### src/hdl/dht_pkg.sv
package dht_pkg;

  localparam int TABLE_SLOTS = 31;
  localparam int SLOT_W      = $clog2(TABLE_SLOTS);
  localparam int CNT_W       = $clog2(TABLE_SLOTS + 1);
  localparam int KEY_W       = 31;
  localparam int VAL_W       = 32;
  localparam int OP_W        = 2;
  localparam int INDEX_W     = 5;
  localparam int ENTRIES_W   = 5;
  localparam int RED_STEPS   = $clog2(KEY_W);
  localparam int TREE_N      = 2 ** RED_STEPS;
  localparam int SUM_W       = $clog2(KEY_W * (TABLE_SLOTS - 1) + 1);

  localparam logic [OP_W-1:0] OP_INSERT = 2'd0;
  localparam logic [OP_W-1:0] OP_SEARCH = 2'd1;
  localparam logic [OP_W-1:0] OP_REMOVE = 2'd2;

  localparam logic [1:0] MARK_EMPTY = 2'd0;
  localparam logic [1:0] MARK_USED  = 2'd1;
  localparam logic [1:0] MARK_GONE  = 2'd2;

  typedef struct packed {
    logic [SLOT_W-1:0] base;
    logic [SLOT_W-1:0] stride;
  } dht_hash_t;

  typedef struct packed {
    logic [VAL_W-1:0] value;
    logic [KEY_W-1:0] key;
  } dht_entry_t;

  function automatic int pow2_mod(int bit_pos, int modulus);
    int r;
    r = 1;
    for (int j = 0; j < bit_pos; j++) begin
      r = r * 2;
      if (r >= modulus) r = r - modulus;
    end
    return r;
  endfunction

endpackage

### src/hdl/dht_hash.sv
module dht_hash
  import dht_pkg::*;
(
  input  logic             clk,
  input  logic             rst,
  input  logic             start,
  input  logic [KEY_W-1:0] key,
  output logic             done,
  output dht_hash_t        hash
);

  logic                            pend;
  logic [SUM_W-1:0]                sum_a;
  logic [SUM_W-1:0]                sum_b;
  logic [SUM_W-1:0]                sum_a_next;
  logic [SUM_W-1:0]                sum_b_next;
  logic [SUM_W-1:0]                tree_a [TREE_N];
  logic [SUM_W-1:0]                tree_b [TREE_N];
  logic [SLOT_W-1:0]               rem_a;
  logic [SLOT_W-1:0]               rem_b;
  logic [SLOT_W-1:0]               rem_a_next;
  logic [SLOT_W-1:0]               rem_b_next;

  always_comb begin
    for (int i = 0; i < KEY_W; i++) begin
      tree_a[i] = key[i] ? SUM_W'(pow2_mod(i, TABLE_SLOTS)) : '0;
      tree_b[i] = key[i] ? SUM_W'(pow2_mod(i, TABLE_SLOTS - 1)) : '0;
    end
    for (int i = KEY_W; i < TREE_N; i++) begin
      tree_a[i] = '0;
      tree_b[i] = '0;
    end
    for (int w = TREE_N >> 1; w >= 1; w = w >> 1) begin
      for (int i = 0; i < w; i++) begin
        tree_a[i] = tree_a[2*i] + tree_a[2*i+1];
        tree_b[i] = tree_b[2*i] + tree_b[2*i+1];
      end
    end
    sum_a_next = tree_a[0];
    sum_b_next = tree_b[0];
  end

  always_comb begin
    logic [SUM_W-1:0] ra;
    logic [SUM_W-1:0] rb;
    ra = sum_a;
    rb = sum_b;
    for (int k = RED_STEPS - 1; k >= 0; k--) begin
      if (ra >= SUM_W'(TABLE_SLOTS << k)) ra = ra - SUM_W'(TABLE_SLOTS << k);
      if (rb >= SUM_W'((TABLE_SLOTS - 1) << k)) rb = rb - SUM_W'((TABLE_SLOTS - 1) << k);
    end
    rem_a_next = ra[SLOT_W-1:0];
    rem_b_next = rb[SLOT_W-1:0];
  end

  always_ff @(posedge clk) begin
    if (rst) begin
      pend <= 1'b0;
      done <= 1'b0;
    end else begin
      pend <= start;
      done <= pend;
      if (start) begin
        sum_a <= sum_a_next;
        sum_b <= sum_b_next;
      end
      if (pend) begin
        rem_a <= rem_a_next;
        rem_b <= rem_b_next;
      end
    end
  end

  assign hash.base   = rem_a;
  assign hash.stride = rem_b + 1'b1;

endmodule

### src/hdl/double_hash_table.sv
// Channel  Dir  tdata (low bit first)                              tuser
// s_*      in   key[30:0], entry_value[62:31], zero pad to 64     operation[1:0]
// m_*      out  success[0], slot_index[5:1], found_value[37:6],   -
//               entries_used[42:38], zero pad to 48
// One request at a time: accept, then key reduction in registered steps (residue sum, then
// fold), then one probe per cycle through the slot memory (registered read), at most
// TABLE_SLOTS probes plus one, then the load of the result register.
// The probe walk over the slot memory sets how long a request takes.
// Synchronous reset clears all slot marks to empty and the entry count at once.
// s_tready is low while a request is in progress; a result waiting on m_tready holds
// only the load of the next result.
module double_hash_table
  import dht_pkg::*;
(
  input  logic            clk,
  input  logic            rst,
  input  logic            s_tvalid,
  output logic            s_tready,
  input  logic [63:0]     s_tdata,   // key, entry_value
  input  logic [OP_W-1:0] s_tuser,   // operation
  output logic            m_tvalid,
  input  logic            m_tready,
  output logic [47:0]     m_tdata    // success, slot_index, found_value, entries_used
);

  localparam logic [1:0] ST_IDLE  = 2'd0;
  localparam logic [1:0] ST_HASH  = 2'd1;
  localparam logic [1:0] ST_PROBE = 2'd2;
  localparam logic [1:0] ST_DONE  = 2'd3;

  logic [1:0]           state;
  logic [OP_W-1:0]      op;
  logic [KEY_W-1:0]     key;
  logic [VAL_W-1:0]     val;
  logic [CNT_W-1:0]     occ;
  logic [1:0]           marks [TABLE_SLOTS];
  dht_entry_t           mem   [TABLE_SLOTS];
  dht_entry_t           rd_entry;
  logic [1:0]           rd_mark;
  logic [SLOT_W-1:0]    rd_slot;
  logic                 rd_last;
  logic                 rd_valid;
  logic [SLOT_W-1:0]    issue_slot;
  logic [SLOT_W-1:0]    issue_slot_next;
  logic [CNT_W-1:0]     issue_cnt;
  logic [SLOT_W-1:0]    stride;
  logic                 res_success;
  logic [SLOT_W-1:0]    res_slot;
  logic [VAL_W-1:0]     res_value;
  logic                 mem_we;
  logic                 hash_start;
  logic                 hash_done;
  dht_hash_t            hash;
  logic                 used;
  logic                 match;
  logic                 take;
  logic                 found;
  logic                 miss;
  logic                 accept;

  assign s_tready   = (state == ST_IDLE);
  assign accept     = s_tvalid && s_tready;
  assign hash_start = accept;

  dht_hash u_hash (
    .clk   (clk),
    .rst   (rst),
    .start (hash_start),
    .key   (s_tdata[KEY_W-1:0]),
    .done  (hash_done),
    .hash  (hash)
  );

  always_comb begin
    logic [SLOT_W:0] sum;
    sum = {1'b0, issue_slot} + {1'b0, stride};
    if (sum >= (SLOT_W+1)'(TABLE_SLOTS)) sum = sum - (SLOT_W+1)'(TABLE_SLOTS);
    issue_slot_next = sum[SLOT_W-1:0];
  end

  assign used   = (rd_mark == MARK_USED);
  assign match  = used && (rd_entry.key == key);
  assign take   = !used || match;
  assign found  = match;
  assign miss   = (rd_mark == MARK_EMPTY) || (rd_last && !match);
  assign mem_we = (state == ST_PROBE) && rd_valid && (op == OP_INSERT) && take;

  always_ff @(posedge clk) begin
    if (mem_we) begin
      mem[rd_slot] <= '{value: val, key: key};
    end
    rd_entry <= mem[issue_slot];
  end

  always_ff @(posedge clk) begin
    if (rst) begin
      state    <= ST_IDLE;
      m_tvalid <= 1'b0;
      occ      <= '0;
      rd_valid <= 1'b0;
      for (int i = 0; i < TABLE_SLOTS; i++) begin
        marks[i] <= MARK_EMPTY;
      end
    end else begin
      if (m_tvalid && m_tready && state != ST_DONE) m_tvalid <= 1'b0;
      case (state)
        ST_IDLE: begin
          if (accept) begin
            op    <= s_tuser;
            key   <= s_tdata[KEY_W-1:0];
            val   <= s_tdata[KEY_W+VAL_W-1:KEY_W];
            state <= ST_HASH;
          end
        end
        ST_HASH: begin
          if (hash_done) begin
            res_success <= 1'b0;
            res_slot    <= '0;
            res_value   <= '0;
            issue_slot  <= hash.base;
            stride      <= hash.stride;
            issue_cnt   <= '0;
            rd_valid    <= 1'b0;
            if ((op != OP_INSERT && op != OP_SEARCH && op != OP_REMOVE) ||
                (op == OP_INSERT && occ == CNT_W'(TABLE_SLOTS))) begin
              state <= ST_DONE;
            end else begin
              state <= ST_PROBE;
            end
          end
        end
        ST_PROBE: begin
          rd_valid   <= 1'b1;
          rd_mark    <= marks[issue_slot];
          rd_slot    <= issue_slot;
          rd_last    <= (issue_cnt == CNT_W'(TABLE_SLOTS - 1));
          issue_slot <= issue_slot_next;
          issue_cnt  <= issue_cnt + 1'b1;
          if (rd_valid) begin
            if (op == OP_INSERT) begin
              if (take) begin
                marks[rd_slot] <= MARK_USED;
                if (!used) occ <= occ + 1'b1;
                res_success <= 1'b1;
                res_slot    <= rd_slot;
                state       <= ST_DONE;
              end else if (rd_last) begin
                state <= ST_DONE;
              end
            end else begin
              if (found) begin
                res_success <= 1'b1;
                res_slot    <= rd_slot;
                if (op == OP_SEARCH) begin
                  res_value <= rd_entry.value;
                end else begin
                  marks[rd_slot] <= MARK_GONE;
                  occ            <= occ - 1'b1;
                end
                state <= ST_DONE;
              end else if (miss) begin
                state <= ST_DONE;
              end
            end
          end
        end
        ST_DONE: begin
          rd_valid <= 1'b0;
          if (!m_tvalid || m_tready) begin
            m_tvalid <= 1'b1;
            m_tdata  <= {5'b0, ENTRIES_W'(occ), res_value, INDEX_W'(res_slot), res_success};
            state    <= ST_IDLE;
          end
        end
        default: begin
          state <= ST_IDLE;
        end
      endcase
    end
  end

`ifndef SYNTHESIS
  a_occ_bound: assert property (@(posedge clk) disable iff (rst)
    occ <= CNT_W'(TABLE_SLOTS))
    else $error("entry count above table size");

  a_occ_step: assert property (@(posedge clk) disable iff (rst)
    1'b1 |=> (occ == $past(occ) || occ == $past(occ) + 1'b1 || occ == $past(occ) - 1'b1))
    else $error("entry count moved by more than one");

  a_we_state: assert property (@(posedge clk) disable iff (rst)
    mem_we |-> (state == ST_PROBE && op == OP_INSERT))
    else $error("slot write outside insert probe");

  a_hash_state: assert property (@(posedge clk) disable iff (rst)
    hash_done |-> (state == ST_HASH))
    else $error("hash finished outside hash state");

  a_fail_slot: assert property (@(posedge clk) disable iff (rst)
    (m_tvalid && !m_tdata[0]) |-> (m_tdata[5:1] == '0 && m_tdata[37:6] == '0))
    else $error("failed result carries slot or value");
`endif

endmodule

### config.mk
export PLATFORM = sky130hd
export DESIGN_NAME = double_hash_table
export DESIGN_NICKNAME = d
export VERILOG_FILES = /design/src/hdl/dht_pkg.sv /design/src/hdl/dht_hash.sv /design/src/hdl/double_hash_table.sv
export SDC_FILE = /design/constraint.sdc
export NUM_CORES = 2
export LEC_CHECK = 0
export ABC_CLOCK_PERIOD_IN_PS = 7370
export BUFFER_PORTS_ARGS = -buffer_cell sky130_fd_sc_hd__buf_4
export CORE_MARGIN = 8
export CORE_UTILIZATION = 50
export CTS_CLUSTER_DIAMETER = 100
export CTS_CLUSTER_SIZE = 28
export DETAILED_ROUTE_END_ITERATION = 12
export GPL_ROUTABILITY_DRIVEN = 0
export GPL_TIMING_DRIVEN = 0
export PLACE_DENSITY = 0.68
export SLEW_MARGIN = 25
export SYNTH_ARGS = -nofsm -noshare
export SYNTH_HDL_FRONTEND = slang
export SYNTH_HIERARCHICAL = 1
export SYNTH_SLANG_ARGS = --single-unit
### constraint.sdc
create_clock -name clk -period 7.37 [get_ports clk]
set_clock_uncertainty 0.1 [all_clocks]
set_input_delay 0.737 -clock clk [delete_from_list [all_inputs] [get_ports clk]]
set_output_delay 0.737 -clock clk [all_outputs]
set_load 0.03 [all_outputs]
=== Word-level counts from Yosys, hierarchy flattened ===
Memories as Yosys holds them, arrays and structs flattened. A register that Yosys moved wholly into a read port is not among the register bits.
Index checks and enable logic that the tools add are counted.

* Word-level logic and storage cells: 298
* RAM bits: 2015
* Input port bits: 70
* Output and inout bits: 50
* Memories: 2
* Flip-flop bits (word level): 208

{| class="wikitable"
|+ Memory list
! memory !! depth !! bits a word !! rd ports !! clocked after memory_dff !! write ports !! line !! RTL
|-
| mem || 31 || 63 || 1 || 1 || 1 || double_hash_table.sv:37 || <nowiki>dht_entry_t mem [TABLE_SLOTS];</nowiki>
|-
| marks || 31 || 2 || 1 || 1 || 31 || double_hash_table.sv:36 || <nowiki>logic [1:0] marks [TABLE_SLOTS];</nowiki>
|}

* Eq/ne operators: 25
* Magnitude comparators: 11
* Reductions and logical operators: 38
* Bitwise gates (word level): 2
* Mux-type cells: 126
* Add/subtract/negate cells: 72

{| class="wikitable"
|+ Operators with widths
! cell !! number
|-
| $add 10x10->10 || 42
|-
| $mux 32 || 5
|-
| $mux 5 || 26
|-
| $mux 10 || 8
|-
| $pmux 32 s2 || 1
|-
| $mux 2 || 23
|-
| $mux 4 || 11
|-
| $mux 3 || 12
|-
| $mux 1 || 34
|-
| $eq 31x31->1 || 1
|-
| $pmux 5 s2 || 3
|-
| $add 10x3->10 || 2
|-
| $add 10x4->10 || 2
|-
| $ge 10x5->1 const B || 2
|-
| $ge 10x6->1 const B || 2
|-
| $ge 10x7->1 const B || 2
|-
| $ge 10x8->1 const B || 2
|-
| $ge 10x9->1 const B || 2
|-
| $sub 10x6->10 const B || 2
|-
| $sub 10x7->10 const B || 2
|-
| $sub 10x8->10 const B || 2
|-
| $sub 10x9->10 const B || 2
|-
| $ne 2x2->1 const B || 9
|-
| $reduce_and 6->1 || 3
|-
| 36 further kinds || 74
|}

=== Logic depth before layout (Yosys ltp) ===
* Depth after elaboration: 12
* Gate-level depth with buffers: 16
* Gate-level depth less buffers: 15

=== Hierarchy ===
Netlist, hierarchy kept.

{| class="wikitable"
|+ By module, submodules not included
! module !! cells each !! area an instance (sq um) !! instances !! seq. area each (sq um)
|-
| double_hash_table || 3687 || 85459.5 || 1 || 67084.3
|-
| dht_hash || 312 || 3415.8 || 1 || 820.8
|}

=== Worst setup path before layout ===
Ideal clock, no wire load.

* Path kind: register -> register
* Start point: reg key[24]
* End point: mem mem[12][0] (netlist bit), enable pin
* Required time: 6.785 ns
* Setup slack: 2.122 ns
* Stages on the path, launching flop included: 8
* Period minus slack after synthesis: 5.248 ns
* Buffers on the path: 1
* Data arrival time: 4.664 ns
* Library setup time: 0.485 ns
* Cells stage by stage: edfxtp_1 > xnor2_1 > nand4_1 > nor4_1 > and2_1 > o2111ai_2 > clkbuf_1 > nor2_1

* Longest elaborated chain between the ends: 6

{| class="wikitable"
|+ Ends and longest elaborated chain
! item !! line !! RTL
|-
| start, declared || double_hash_table.sv:33 || <nowiki>logic [KEY_W-1:0] key;</nowiki>
|-
| start signal, assigned || double_hash_table.sv:110 || <nowiki>key <= s_tdata[KEY_W-1:0];</nowiki>
|-
| $eq 31x31->1 || double_hash_table.sv:82 || <nowiki>assign match = used && (rd_entry.key == key);</nowiki>
|-
| $logic_and 1x1->1 || double_hash_table.sv:82 ||
|-
| $logic_or 1x1->1 || double_hash_table.sv:83 || <nowiki>assign take = !used || match;</nowiki>
|-
| $logic_and 1x1->1 || double_hash_table.sv:86 || <nowiki>assign mem_we = (state == ST_PROBE) && rd_valid && (op == OP_INSERT) && take;</nowiki>
|-
| $mux 1 || double_hash_table.sv:89 || <nowiki>if (mem_we) begin</nowiki>
|-
| $mux 1 (implied by the code) || double_hash_table.sv:90 || <nowiki>mem[rd_slot] <= '{value: val, key: key};</nowiki>
|-
| end, declared || double_hash_table.sv:37 ||
|}

Every way passes these cells.

=== Worst setup path after layout ===
* Start point: reg issue_slot[1]
* End point: reg issue_slot[0], data pin

* Longest elaborated chain between the ends: 4

{| class="wikitable"
|+ Ends and longest elaborated chain
! item !! line !! RTL
|-
| start, declared || double_hash_table.sv:43 || <nowiki>logic [SLOT_W-1:0] issue_slot;</nowiki>
|-
| start signal, assigned || double_hash_table.sv:120 || <nowiki>issue_slot <= hash.base;</nowiki>
|-
| start signal, assigned || double_hash_table.sv:137 || <nowiki>issue_slot <= issue_slot_next;</nowiki>
|-
| $add 5x5->6 || double_hash_table.sv:76 || <nowiki>sum = {1'b0, issue_slot} + {1'b0, stride};</nowiki>
|-
| $ge 6x5->1 || double_hash_table.sv:77 || <nowiki>if (sum >= (SLOT_W+1)'(TABLE_SLOTS)) sum = sum - (SLOT_W+1)'(TABLE_SLOTS);</nowiki>
|-
| $mux 5 || double_hash_table.sv:77 ||
|-
| $pmux 5 s2 || double_hash_table.sv:106 || <nowiki>case (state)</nowiki>
|}

Every way passes these cells.
A chain may end at the register's enable or synchronous reset.

==> flow_summary.ini <==
[routing]
route.met2.wl_um = 106000
wl_um = 211000
dr.pass1.iters = 5
drtAntennaViolNets = 0
viasPerCell = 6.12
first_iter_violations = 4588
wl_per_cell_um = 31.0
met3_length_um = 16100
vias = 41700
route.detailed.drc = 0
met1_length_um = 83200
top_layer = met4

[clock_network]
cts_tree = yes
root_buffer = clkbuf_16
postCtsSetupBuffers = 0
cts-resized-gates = 0
clk_pin_slew_ps = 110
htree_levels = 3
ctsLongestPathBuffers = 3
clk_latency_ps = 780
cts_buffers = 93
cts.sinks = 2286

[critical_path]
crit_fanout = 10
cp_slowest_cell = clkbuf_1
max_stage_delay_ps = 790
r2r-end = issue_slot[0]
worstPathArrival_ps = 5660
end_kind = register
cp-startpoint = issue_slot[1]
r2r_slack_ps = 2130
rr_startpoint = issue_slot[1]
path_class = register to register
r2r_cells = 12
crit_required_ps = 7790
cp-start-kind = register
worstPathCellList = clkbuf_1 > clkbuf_2 > buf_2 > buf_2 > inv_1 > fa_1 > inv_1 > ha_1 > and3_1 > a21oi_1 > xnor2_1 > mux2_2
worstSetupEndpoint = issue_slot[0]

[sta]
relSlewSlack_pct = 28.1
worst_pin_slew_ps = 1080
hold_viol = 0
min_period_ps = 5240
fmax_mhz = 191
setup_viol = 0
drv_slew = 0
rsz0062_at_grt = no
min_period_over_period_pct = 71.1

[global_routing]
grt_overflow = 0
grtUsageTotal_pct = 21.7
grt_pass1_vias = 41900
antenna_found_initial = 3
grt_max_degree = 33
grt_pass1_wl_um = 302000

[finish]
fin_nets = 4543
fillers = 12700
layout_common_cells = 2212 x edfxtp_1, 587 x mux4_2, 152 x clkbuf_1
final_util_pct = 56.4
drive_gt1_share_pct = 26.7
layout_commonest_cell = edfxtp_1
area_growth_pct = 11.9
fin_cells = 6806

[floorplan]
core_sq_um = 176000
pin_count = 120
die_area_sq_um = 191000
die_y_um = 438
start_util_pct = 50.4
rows = 154
dieWidth_um = 438

[yosys]
ys_seq_area_share_pct = 76.4
ys.warnings.count = 6
synthArstFlopShare_pct = 0
synthesis.area_sq_um = 88900
ys_types = 73
synth_seq_cells = 2286
synth_edf_count = 2212
ys.flop_type = edfxtp_1
avgSynthCellArea_sq_um = 22.2
netlist_instances = 3999

[placement]
dpl.hpwl_um = 143000
portBuffers = 113
place_inst = 6601

[outcome]
outcome = complete, no violations

[flow_run]
maxCapViolCount = 0

[worst_hold_path]
min_path_type = primary input to register
hp-start = s_tdata[46]

[power]
p_total_mw = 24.9
powerDensity_nw_per_um2 = 250
p_leak_nw = 31.2
peakVddDrop_uv = 188
==> area by class of cell <==
| class | instances | area [sq um] | area share [%] |
|---|---|---|---|
| sequential | 2286 | 67900 | 68.3 |
| multi-input combinational | 1473 | 20200 | 20.3 |
| timing repair buffer | 287 | 4520 | 4.55 |
| antenna | 2 | 5.00 | 0.00503 |
| buffer | 198 | 943 | 0.949 |
| inverter | 46 | 173 | 0.174 |
| clock buffer | 165 | 2640 | 2.65 |
| tap | 2340 | 2930 | 2.94 |
| clock inverter | 9 | 183 | 0.184 |
==> sequential cells by signal, summed over array words and instances, names as in the netlist, 8 cells and up <==
signal        count
marks            64
m_tdata          43
val              32
key              31
mem            1953
rd_entry         63
res_value        32
u_hash/sum_a      8
u_hash/sum_b      8
==> synthesized netlist by cell type, drive strengths merged (3+ instances only) <==
library cell | number | share of area [%]
edfxtp | 2212 | 75
mux4 | 587 | 15
nor2 | 131 | 0.55
nand2 | 120 | 0.51
buf | 103 | 0.64
clkbuf | 95 | 0.40
o21ai | 80 | 0.45
mux2i | 75 | 0.84
dfxtp | 74 | 1.7
mux2 | 72 | 0.91
xnor2 | 54 | 0.54
ha | 46 | 0.65
inv | 45 | 0.19
and2 | 42 | 0.30
fa | 42 | 0.95
o21bai | 33 | 0.28
a21oi | 26 | 0.15
nand3 | 21 | 0.12
nor2b | 13 | 0.092
nand4 | 12 | 0.084
a21o | 10 | 0.086
xor2 | 10 | 0.099
nand2b | 8 | 0.056
a31oi | 6 | 0.042
and3 | 6 | 0.042
nor3 | 6 | 0.034
a211oi | 4 | 0.034
and4 | 4 | 0.039
nor3b | 4 | 0.034
o21a | 4 | 0.034
or3 | 4 | 0.028
a22oi | 3 | 0.025
a311oi | 3 | 0.030
and3b | 3 | 0.030
nor4 | 3 | 0.021
or2 | 3 | 0.021
==> worst max-delay path: cells and delay by family, from the launching register on <==
family | cells | cell delay [ps]
buffers and inverters | 6 | 2840
adder cells (fa/ha/maj) | 2 | 750
flip-flops | 1 | 400
AO/OA/AOI/OAI | 1 | 330
multiplexers | 1 | 270
AND/OR/NAND/NOR | 1 | 170
XOR/XNOR | 1 | 110
==> worst min path at each step <==
stage | endpoint | cells after the start
2_1_floorplan | m_tdata[0] | 0
3_3_place_gp | m_tdata[26] | 0
3_5_place_dp | m_tdata[24] | 0
4_1_cts | val[15] | 1
5_1_grt | val[15] | 1
6_report | val[15] | 1
==> layer usage <==
layer	GRT usage, %	vias up
li1	-	17200
met1	29.9	22500
met2	37.0	1784
met3	2.96	222
met4	5.67	0
met5	0	-
==> logic make-up after synthesis <==
logic type               Yosys count  share of synthesized area (%)
other                              1                        0.00422
flip-flops                      2286                           76.4
adder cells (fa/ha/maj)           88                           1.59
AND/OR/NAND/NOR                  384                           2.01
AO/OA/AOI/OAI                    198                           1.48
XOR/XNOR                          64                          0.639
multiplexers                     734                           16.6
buffers and inverters            244                           1.23
==> what timing repair did <==
item                       4_1_cts  5_1_grt
hold endpoints to repair         8        0
setup endpoints to repair        0        0
hold buffers                     8        0
==> per-stage QoR <==
stage / hold WS, ps / setup slack (ps) / cell area, sq um / TNS [ps]
after floorplan: 300 / 2120 / 88900 / 0
after global placement: 302 / -4250 / 92700 / -7655610
after detailed placement: 305 / 2130 / 96200 / 0
after CTS: 0.161 / 2110 / 99100 / 0
after global routing: 23.0 / 1910 / 99500 / 0
final: 53.7 / 2130 / 99500 / 0
==> where the power goes <==
part	internal [mW]	switching [mW]
combinational	1.51	1.89
clock	2.51	3.85
sequential	14.8	0.371
No activity file was read; power rests on OpenSTA's default activity.
